[src/design/psp_pkg.sv]
// ----------------------------------------------------------------------------
// psp_pkg
// Shared constants for the period string parser: widths, status codes,
// suffix codes and the arithmetic constants of the unit conversion.
// ----------------------------------------------------------------------------
`timescale 1ns / 1ps
`default_nettype none

package psp_pkg;

  localparam int MAX_STRING_CHARS = 63;
  // Character counter saturates at MAX_STRING_CHARS + 1.
  localparam int CCNT_W = $clog2(MAX_STRING_CHARS + 2);

  localparam int ACC_W    = 34;
  localparam int VAL_W    = 31;
  localparam int MULK_W   = 30;
  localparam int DEN_W    = 35;
  localparam int DIV_W    = 37;
  localparam int STEP_W   = $clog2(DIV_W);
  localparam int PERIOD_W = 61;
  localparam int STATUS_W = 2;
  localparam int OUT_W    = 64;

  localparam logic [STATUS_W-1:0] ST_PERIOD  = 2'd0;
  localparam logic [STATUS_W-1:0] ST_SHUT    = 2'd1;
  localparam logic [STATUS_W-1:0] ST_INVALID = 2'd2;

  localparam logic [3:0] MAX_DIGITS = 4'd10;
  localparam logic [3:0] DIGIT_OVER = 4'd11;

  localparam logic [ACC_W-1:0] VALUE_LIMIT     = 34'd2147483647;
  localparam logic [ACC_W-1:0] TEN_DIGIT_FLOOR = 34'd1073741823;
  localparam logic [ACC_W-1:0] PCT_FULL        = 34'd100;

  localparam logic [7:0] CH_NUL = 8'h00;

  // Suffix bytes as they are shifted in, newest byte lowest.
  localparam logic [23:0] SFX_S   = {8'h00, 8'h00, 8'h73};
  localparam logic [23:0] SFX_MS  = {8'h00, 8'h6d, 8'h73};
  localparam logic [23:0] SFX_US  = {8'h00, 8'h75, 8'h73};
  localparam logic [23:0] SFX_NS  = {8'h00, 8'h6e, 8'h73};
  localparam logic [23:0] SFX_BPS = {8'h62, 8'h70, 8'h73};
  localparam logic [23:0] SFX_CPS = {8'h63, 8'h70, 8'h73};
  localparam logic [23:0] SFX_PCT = {8'h00, 8'h00, 8'h25};

  localparam logic [MULK_W-1:0] K_SEC  = 30'd1000000000;
  localparam logic [MULK_W-1:0] K_MSEC = 30'd1000000;
  localparam logic [MULK_W-1:0] K_USEC = 30'd1000;
  localparam logic [MULK_W-1:0] K_NSEC = 30'd1;

  localparam logic [DIV_W-1:0] BPS_NUM = 37'd80000000000;
  localparam logic [DIV_W-1:0] CPS_NUM = 37'd100000000000;

endpackage

`default_nettype wire

[src/design/period_string_parser_unit.sv]
// ----------------------------------------------------------------------------
// period_string_parser_unit
// Parses a decimal period string with a unit suffix into nanoseconds.
// ----------------------------------------------------------------------------
// Usage:
// Characters arrive on the s_ channel, one per transfer, with s_tlast on the
// final one. Each non-final character is absorbed as it arrives. The final
// character starts the evaluation and s_tready stays low until the result
// has been handed to the output register.
// One result per string leaves on the m_ channel: status in m_tuser[1:0]
// and the period in nanoseconds in m_tdata[60:0].
// Invalid, shut and percent results go from S_CHECK straight to S_DONE;
// s, ms, us, ns and no suffix pass through S_MUL (one registered multiply),
// and bps and cps pass through S_PREP and S_DIV, a restoring divider
// that produces one quotient bit per cycle over 37 bits.
// s_tready comes back in the cycle m_tvalid rises, so the next string
// starts only once the result has reached the output register.
// The output register lets the next string stream in while a result waits;
// if the receiver stalls, a second result is held and s_tready stays low
// until the first is taken.
// A synchronous reset clears the parse state and drops m_tvalid.
// ----------------------------------------------------------------------------
`timescale 1ns / 1ps
`default_nettype none

module period_string_parser_unit (
  input  wire logic        clk,
  input  wire logic        rst,
  input  wire logic        s_tvalid,
  output logic             s_tready,
  input  wire logic [7:0]  s_tdata,   // [7:0] character
  input  wire logic        s_tlast,   // last
  output logic             m_tvalid,
  input  wire logic        m_tready,
  output logic [63:0]      m_tdata,   // [60:0] period_ns, [63:61] zero
  output logic [1:0]       m_tuser    // [1:0] status
);

  localparam logic [2:0] S_IDLE  = 3'd0;
  localparam logic [2:0] S_CHECK = 3'd1;
  localparam logic [2:0] S_MUL   = 3'd2;
  localparam logic [2:0] S_PREP  = 3'd3;
  localparam logic [2:0] S_DIV   = 3'd4;
  localparam logic [2:0] S_DONE  = 3'd5;

  localparam logic [1:0] K_FIN = 2'd0;
  localparam logic [1:0] K_MUL = 2'd1;
  localparam logic [1:0] K_DIV = 2'd2;

  logic [2:0]                    state;
  logic [psp_pkg::ACC_W-1:0]     acc;
  logic [3:0]                    dcnt;
  logic [psp_pkg::CCNT_W-1:0]    ccnt;
  logic                          in_sfx;
  logic [23:0]                   sfx;
  logic [2:0]                    slen;
  logic                          bad;
  logic [psp_pkg::STEP_W-1:0]    step;

  logic [psp_pkg::MULK_W-1:0]    mul_k;
  logic [psp_pkg::DEN_W-1:0]     den;
  logic [psp_pkg::DIV_W-1:0]     num;
  logic [psp_pkg::DEN_W-1:0]     rem;
  logic [psp_pkg::STATUS_W-1:0]  res_status;
  logic [psp_pkg::PERIOD_W-1:0]  res_period;

  logic                          take;
  logic                          is_digit;
  logic [psp_pkg::ACC_W-1:0]     acc_next;
  logic                          out_free;

  logic [psp_pkg::VAL_W-1:0]     v31;
  logic [psp_pkg::DEN_W-1:0]     v10;
  logic                          invalid;
  logic [1:0]                    chk_kind;
  logic [psp_pkg::STATUS_W-1:0]  chk_status;
  logic [psp_pkg::MULK_W-1:0]    chk_k;
  logic [psp_pkg::DIV_W-1:0]     chk_num;
  logic [psp_pkg::PERIOD_W-1:0]  mul_prod;

  logic [psp_pkg::DEN_W:0]       rem_sh;
  logic                          ge;
  logic [psp_pkg::DEN_W:0]       rem_diff;
  logic [psp_pkg::DIV_W-1:0]     num_next;

  assign s_tready = (state == S_IDLE);
  assign take     = s_tvalid && s_tready;
  assign out_free = !m_tvalid || m_tready;
  assign is_digit = !in_sfx && (s_tdata inside {[8'h30:8'h39]});

  // acc * 10 + digit; only used while fewer than ten digits are in, so the
  // value stays below 10^10, which fits in the 34-bit accumulator.
  assign acc_next = {acc[psp_pkg::ACC_W-4:0], 3'b000} + {acc[psp_pkg::ACC_W-2:0], 1'b0}
                  + {30'd0, s_tdata[3:0]};

  assign v31 = acc[psp_pkg::VAL_W-1:0];
  assign v10 = {1'b0, v31, 3'b000} + {3'b000, v31, 1'b0};

  always_comb begin
    invalid = bad || (ccnt > psp_pkg::CCNT_W'(psp_pkg::MAX_STRING_CHARS))
           || (dcnt == 4'd0) || (dcnt > psp_pkg::MAX_DIGITS)
           || (acc > psp_pkg::VALUE_LIMIT)
           || ((dcnt == psp_pkg::MAX_DIGITS) && (acc < psp_pkg::TEN_DIGIT_FLOOR));
    chk_kind   = K_FIN;
    chk_status = psp_pkg::ST_INVALID;
    chk_k      = psp_pkg::K_NSEC;
    chk_num    = psp_pkg::BPS_NUM;
    if (!invalid) begin
      if ((slen == 3'd1) && (sfx == psp_pkg::SFX_S)) begin
        chk_kind   = K_MUL;
        chk_status = psp_pkg::ST_PERIOD;
        chk_k      = psp_pkg::K_SEC;
      end else if ((slen == 3'd0) || ((slen == 3'd2) && (sfx == psp_pkg::SFX_MS))) begin
        chk_kind   = K_MUL;
        chk_status = psp_pkg::ST_PERIOD;
        chk_k      = psp_pkg::K_MSEC;
      end else if ((slen == 3'd2) && (sfx == psp_pkg::SFX_US)) begin
        chk_kind   = K_MUL;
        chk_status = psp_pkg::ST_PERIOD;
        chk_k      = psp_pkg::K_USEC;
      end else if ((slen == 3'd2) && (sfx == psp_pkg::SFX_NS)) begin
        chk_kind   = K_MUL;
        chk_status = psp_pkg::ST_PERIOD;
      end else if ((slen == 3'd3)
                   && ((sfx == psp_pkg::SFX_BPS) || (sfx == psp_pkg::SFX_CPS))) begin
        if (acc == '0) begin
          chk_status = psp_pkg::ST_SHUT;
        end else begin
          chk_kind   = K_DIV;
          chk_status = psp_pkg::ST_PERIOD;
          chk_num    = (sfx == psp_pkg::SFX_CPS) ? psp_pkg::CPS_NUM : psp_pkg::BPS_NUM;
        end
      end else if ((slen == 3'd1) && (sfx == psp_pkg::SFX_PCT)) begin
        if (acc == '0) begin
          chk_status = psp_pkg::ST_SHUT;
        end else if (acc == psp_pkg::PCT_FULL) begin
          chk_status = psp_pkg::ST_PERIOD;
        end
      end
    end
  end

  assign mul_prod = v31 * mul_k;

  // One restoring division step. The rate conversion is computed as
  // (num + 5v) / (10v), which equals the rounded two-stage integer division.
  assign rem_sh   = {rem, num[psp_pkg::DIV_W-1]};
  assign rem_diff = rem_sh - {1'b0, den};
  assign ge       = !rem_diff[psp_pkg::DEN_W];
  assign num_next = {num[psp_pkg::DIV_W-2:0], ge};

  always_ff @(posedge clk) begin
    if (rst) begin
      state    <= S_IDLE;
      m_tvalid <= 1'b0;
      acc      <= '0;
      dcnt     <= '0;
      ccnt     <= '0;
      in_sfx   <= 1'b0;
      sfx      <= '0;
      slen     <= '0;
      bad      <= 1'b0;
      step     <= '0;
    end else begin
      // In S_DONE the valid flag is owned by the hand-over below.
      if (m_tvalid && m_tready && (state != S_DONE)) begin
        m_tvalid <= 1'b0;
      end
      case (state)
        S_IDLE: begin
          if (take) begin
            if (ccnt <= psp_pkg::CCNT_W'(psp_pkg::MAX_STRING_CHARS)) begin
              ccnt <= ccnt + 1'b1;
            end
            if (s_tdata == psp_pkg::CH_NUL) begin
              bad <= 1'b1;
            end
            if (is_digit) begin
              if (dcnt < psp_pkg::MAX_DIGITS) begin
                acc  <= acc_next;
                dcnt <= dcnt + 1'b1;
              end else begin
                dcnt <= psp_pkg::DIGIT_OVER;
              end
            end else begin
              in_sfx <= 1'b1;
              sfx    <= {sfx[15:0], s_tdata};
              if (slen < 3'd4) begin
                slen <= slen + 1'b1;
              end
            end
            if (s_tlast) begin
              state <= S_CHECK;
            end
          end
        end
        S_CHECK: begin
          step <= '0;
          case (chk_kind)
            K_MUL:   state <= S_MUL;
            K_DIV:   state <= S_PREP;
            default: state <= S_DONE;
          endcase
        end
        S_MUL: begin
          state <= S_DONE;
        end
        S_PREP: begin
          state <= S_DIV;
        end
        S_DIV: begin
          step <= step + 1'b1;
          if (step == psp_pkg::STEP_W'(psp_pkg::DIV_W - 1)) begin
            state <= S_DONE;
          end
        end
        S_DONE: begin
          if (out_free) begin
            m_tvalid <= 1'b1;
            state    <= S_IDLE;
            acc      <= '0;
            dcnt     <= '0;
            ccnt     <= '0;
            in_sfx   <= 1'b0;
            sfx      <= '0;
            slen     <= '0;
            bad      <= 1'b0;
          end
        end
        default: begin
          state <= S_IDLE;
        end
      endcase
    end
  end

  always_ff @(posedge clk) begin
    case (state)
      S_CHECK: begin
        mul_k      <= chk_k;
        den        <= v10;
        num        <= chk_num;
        rem        <= '0;
        res_status <= chk_status;
        res_period <= '0;
      end
      S_MUL: begin
        res_period <= mul_prod;
      end
      S_PREP: begin
        // Add 5v, which is half of the stored divisor 10v.
        num <= num + {3'b000, den[psp_pkg::DEN_W-1:1]};
      end
      S_DIV: begin
        num <= num_next;
        rem <= ge ? rem_diff[psp_pkg::DEN_W-1:0] : rem_sh[psp_pkg::DEN_W-1:0];
        if (step == psp_pkg::STEP_W'(psp_pkg::DIV_W - 1)) begin
          res_period <= {{(psp_pkg::PERIOD_W - psp_pkg::DIV_W){1'b0}}, num_next};
        end
      end
      S_DONE: begin
        if (out_free) begin
          m_tdata <= {3'b000, res_period};
          m_tuser <= res_status;
        end
      end
      default: begin
      end
    endcase
  end

endmodule

`default_nettype wire

[config.mk]
export PLATFORM = sky130hd
export DESIGN_NAME = period_string_parser_unit
export DESIGN_NICKNAME = d
export VERILOG_FILES = /design/src/design/psp_pkg.sv /design/src/design/period_string_parser_unit.sv
export SDC_FILE = /design/constraint.sdc
export NUM_CORES = 2
export LEC_CHECK = 0
export ABC_AREA = 1
export BUFFER_PORTS_ARGS = -buffer_cell sky130_fd_sc_hd__buf_2
export CAP_MARGIN = 20
export CORE_MARGIN = 2
export CORE_UTILIZATION = 35
export CTS_CLUSTER_DIAMETER = 200
export DETAILED_ROUTE_END_ITERATION = 10
export HOLD_SLACK_MARGIN = 0.05
export PLACE_DENSITY = 0.57
export SYNTH_ARGS = -nofsm -noshare
export SYNTH_HDL_FRONTEND = slang
export SYNTH_SLANG_ARGS = --single-unit
[constraint.sdc]
create_clock -name clk -period 9.97 [get_ports clk]
set_input_delay 0.4985 -clock clk [delete_from_list [all_inputs] [get_ports clk]]
set_output_delay 0.4985 -clock clk [all_outputs]
set_load 0.1 [all_outputs]
* Word-level counts from Yosys, hierarchy flattened
Index checks and enable logic that the tools add are counted.
** Storage, ports and cells
- Register bits after elaboration :: 347
- Output and inout bits :: 68
- Logic and storage cells :: 186
** Operators by class
- $add $sub $neg :: 9
- $mul :: 1
- Magnitude comparators :: 9
- Eq/ne operators :: 31
- Mux-type cells :: 71
- Reduce and logical (&&, ||, !) cells :: 44
** Operators with widths (number)
- $mux 35 :: 9
- $pmux 61 s3 :: 1
- $mux 34 :: 4
- $pmux 37 s3 :: 1
- $eq 24x15->1 const B :: 3
- $mux 24 :: 3
- $pmux 35 s2 :: 1
- $pmux 34 s2 :: 1
- $mul 31x30->61 :: 1
- $mux 61 :: 1
- $eq 24x23->1 const B :: 2
- $pmux 24 s2 :: 1
- $add 37x34->37 :: 1
- $sub 36x35->36 :: 1
- $add 34x32->35 :: 1
- $add 34x34->34 :: 1
- $add 34x4->34 :: 1
- $eq 34x7->1 const B :: 1
- $gt 34x31->1 const B :: 1
- $logic_not 34->1 :: 1
- $lt 34x30->1 const B :: 1
- $mux 2 :: 15
- $mux 30 :: 1
- $eq 24x6->1 const B :: 1
- 48 further kinds :: 111

* Longest topological paths before layout
- Depth after elaboration :: 12
- Mapped depth :: 32
- Mapped depth without buffers :: 30

* Least setup slack after synthesis
No wires, ideal clock.
- Kind :: reg2reg
- From :: register mul_k[28] in the netlist's numbering
- To :: register res_period[49] in the netlist's numbering (data pin)
- Library setup time :: 0.253 ns
- Arrival :: 6.706 ns
- Required time :: 9.717 ns
- Slack :: 3.011 ns
- Stages on the path, launching flop included :: 28
- Path buffers :: 3
- Path through :: edfxtp_1 > clkbuf_1 > clkbuf_1 > clkbuf_1 > nand2_1 > fa_1 > fa_1 > fa_1 > fa_1 > inv_1 > fa_1 > fa_1 > inv_1 > fa_1 > inv_1 > ha_1 > ha_1 > nand2_1 > nor2_1 > inv_1 > nor3_1 > nand2_1 > nor3_1 > nand2_1 > nand3_1 > nand2_1 > nand2_1 > nor2_1
** Between the ends
- Word-level cells in the longest chain between the ends :: 2
** RTL lines
- from (decl) :: line period_string_parser_unit.sv:60 : logic [psp_pkg::MULK_W-1:0] mul_k;
- from (signal assigned) :: line period_string_parser_unit.sv:240 : mul_k <= chk_k;
- $mul 31x30->61 :: line period_string_parser_unit.sv:143 : assign mul_prod = v31 * mul_k;
- $pmux 61 s3 :: line period_string_parser_unit.sv:238 : case (state)
- to (signal assigned) :: line period_string_parser_unit.sv:248 : res_period <= mul_prod;
- to (signal assigned) :: line period_string_parser_unit.sv:258 : res_period <= {{(psp_pkg::PERIOD_W - psp_pkg::DIV_W){1'b0}}, num_next};
- to (decl) :: line period_string_parser_unit.sv:65 : logic [psp_pkg::PERIOD_W-1:0] res_period;
Every way passes these cells.
A chain may end at the register's enable or synchronous reset.

* Worst setup path after layout
- From :: register mul_k[28] in the netlist's numbering
- To :: register res_period[50] in the netlist's numbering (data pin)
The elaborated chain is that of the path after synthesis.

==> results.md <==
- RD Place Congestion: about 0.98
- Post-synth top cells: 1310 x inv_1, 1289 x nand2_1, 549 x ha_1
- Power per cell area: roughly 180 nW/um2
- Layout Utilization: 0.381
- Die area: approximately 130000 um2
- Critical path type: register to register
- Number of DRC markers in iteration 0: between 3000 and 4000
- HP Class: primary input to register
- # clock sinks: between 300 and 400
- Worst Setup Start Kind: register
- Vias in the first global route: ~37000
- Reg clk slew, reported paths: around 0.06 ns
- Setup_tns: 0 ns
- H-tree Lvls: 2
- Detailed Place HPWL: roughly 120000 um
- Post-CTS setup buffers: 0
- DR WL met3: 9650 um
- Overflow after GRT: 0
- DP Area: approximately 47000 um2
- CP arrival: 8.38 ns
- Remaining routing DRC violations: 0
- Max cap viols: 0
- Top cell type by total area after synthesis: fa_1
- WHS: about 0.18 ns
- Port buffer count: 77
- Static Leak: 25.5 nW
- Maximum clock rate: 0.124 GHz
- Status: complete, no violations
- Ys async rst share: 0
- Post-Synthesis Cells: 5696
- Post-synth EDFFs: ~240
- Skew-Pair Late Insertion Delay: 0.63 ns
- Placed insts: around 7400
- Total Routed Length: 146000 um
- FF+latch area: 8860 um2
- Die width: 362 um
- Clk_skew: 0.0515 ns
- Yosys warns: 0
- Vias: ~37000
- Relative slew margins: 0.360
- FP Rows: between 100 and 150
- CP Max Fanout: 20
- Seq/Total Area, Yosys: 0.197
- Slew @ Worst Pin: around 0.96 ns
- Top cells by area, synth: fa_1 24%, edfxtp_1 16%, ha_1 15%
- CTS Buf Count: 40
- # hold bufs at CTS: 0
- Dpl ws: between 1.5 and 2 ns
- Flop-to-flop setup slack: ~1.9 ns
- Final worst slack: between 1.5 and 2 ns
- Period minus WS final: ~8.1 ns
- Clock Path Buffers: 3
- Cell variety after synth: 52
- Antenna Nets Post-Route: 0
- WP data required: 10.30 ns
- Nets: 6862
- Antenna violations before repair: 1
- Io pins: 81
- WL per Instance: slightly below 20 um
- Vias per cell: approximately 5
- Drt first pass iters: 5
- Core area: 128000 um2
- Top-area cell type share of the netlist area: 0.241
- Global-route wire length before repair: approximately 230000 um
- Multi-input gate area: slightly above 30000 um2
- Design area: a little under 50000 um2
- RSZ-0062 raised after global routing: false
- CTS tree: yes
- Initial core utilization: 0.352
- Overall routing resource usage: 0.225
- VDD IR max: between 100 and 150 uV
- WL met1: 65400 um
- Largest net degree at the start of global routing: between 70 and 80
- FF+latch count, synth: 323
- Area growth syn-to-layout: 8.16%
- Crit share post-route: 0.808
- Met2 Wirelength: approximately 67000 um
- Synth Flop Type: edfxtp_1
- Layout cell share with drive strength beyond 1: 0.0394
- Final setup fails: 0
- Max-slew violation count: 0
- Mapped Area: about 45000 um2
- Fillers: around 13000
- CTS Root Cell: clkbuf_16
- Post_cts resized: 0
- Power, Total: 8.92 mW
- Post-Layout Cell Count: 7453
- Crit path capture type: register
- Top-count cell post-synth: inv_1
- Syn Area/Cell: 7.89 um2
- Die height: ~360 um
- Max layer used: met4
- Final hold vios: 0
## worst max-delay path: stages (launching register included)
cell,delay [ns]
edfxtp_1,0.93
nand2_1,0.43
nor2_1,0.43
nor3_1,0.21
ha_1,0.23
or2_2,0.29
inv_1,0.08
fa_1,0.45
fa_1,0.55
inv_1,0.05
fa_1,0.53
fa_1,0.52
fa_1,0.52
fa_1,0.50
ha_1,0.30
ha_1,0.45
nand2_1,0.18
nor2_1,0.18
nand2_1,0.07
inv_1,0.13
nand2_1,0.13
nor3_1,0.16
nand2_1,0.13
nand3_1,0.13
nand2_1,0.05
inv_1,0.05
nor2_1,0.06
## where the power goes
| part | switching, mW | internal [mW] |
|---|---|---|
| clock | 0.646 | 0.816 |
| sequential | 0.362 | 2.07 |
| combinational | 3.52 | 1.51 |
| total | 4.53 | 4.39 |
## flip-flops by register name (all words and copies together), names as in the netlist
| register | cells |
|---|---|
| den | 34 |
| m_tdata | 61 |
| sfx | 24 |
| m_tuser | 2 |
| step | 6 |
| res_period | 61 |
| slen | 3 |
| in_sfx | 1 |
| state | 3 |
| m_tvalid | 1 |
| rem | 35 |
| mul_k | 7 |
| dcnt | 4 |
| num | 37 |
| res_status | 2 |
| bad | 1 |
| acc | 34 |
| ccnt | 7 |
## cell usage in the layout (no fill, tap or decap), types with 4 or more instances in the layout
master | synthesis | layout
buf_2 | 18 | 77
nor2_4 | 2 | 5
nand2_1 | 1289 | 1289
nand3_1 | 223 | 223
clkbuf_16 | 0 | 42
nor4_1 | 8 | 8
o21ai_0 | 185 | 185
o22ai_1 | 20 | 20
dfxtp_1 | 84 | 84
a21o_1 | 12 | 12
or2_2 | 14 | 14
nor2_1 | 478 | 474
clkinv_1 | 0 | 8
o211ai_1 | 6 | 6
edfxtp_1 | 239 | 239
nor3_1 | 54 | 53
and2_1 | 4 | 4
clkinv_2 | 1 | 7
nand4_1 | 33 | 33
o21bai_1 | 35 | 35
a31oi_1 | 8 | 8
inv_2 | 5 | 6
a21oi_1 | 304 | 304
nor2_2 | 3 | 4
nand2_2 | 4 | 4
a211oi_1 | 4 | 4
inv_1 | 1310 | 1309
buf_4 | 9 | 48
ha_1 | 549 | 549
clkbuf_1 | 66 | 5
fa_1 | 540 | 540
xor2_1 | 78 | 78
nand3b_1 | 24 | 24
xnor2_1 | 27 | 27
a221oi_1 | 4 | 4
o21a_1 | 11 | 11
a21boi_0 | 9 | 9
## cell families after synthesis
group | synth area share
AOI/OAI and AO/OA | 0.0738
xor gates and xnor gates | 0.0205
other | 0.0000834
buffers and inverters | 0.121
DFF | 0.197
adders and majority gates | 0.393
and+or+nand+nor | 0.194
## area by class of cell
cell class | count | share of cell area
Antenna cell | 1 | 0.0000515
Clock buffer | 49 | 0.0226
Clock inverter | 23 | 0.00384
Inverter | 1316 | 0.102
Multi-Input combinational cell | 3954 | 0.632
Sequential cell | 323 | 0.182
Tap cell | 1662 | 0.0428
Timing Repair Buffer | 125 | 0.0153
## metal layers
layer | global-route usage | vias to the layer above
li1 | - | 17800
met1 | 0.305 | 17800
met4 | 0.0553 | 0
met5 | 0 | -
met2 | 0.374 | 1128
met3 | 0.0360 | 173
## path summary, 6_finish.rpt
check,from,end,depth (start not counted)
worst max-delay path,mul_k[28]$_SDFFCE_PP0P_,res_period[50]$_DFFE_PP_,26
worst min-delay path,m_tready,m_tvalid$_SDFF_PP0_,4
worst min register to register,res_period[47]$_DFFE_PP_,m_tdata[47]$_DFFE_PP_,0
worst max register to register,mul_k[28]$_SDFFCE_PP0P_,res_period[50]$_DFFE_PP_,26
Note: power is estimated with default switching activity, not from simulation.
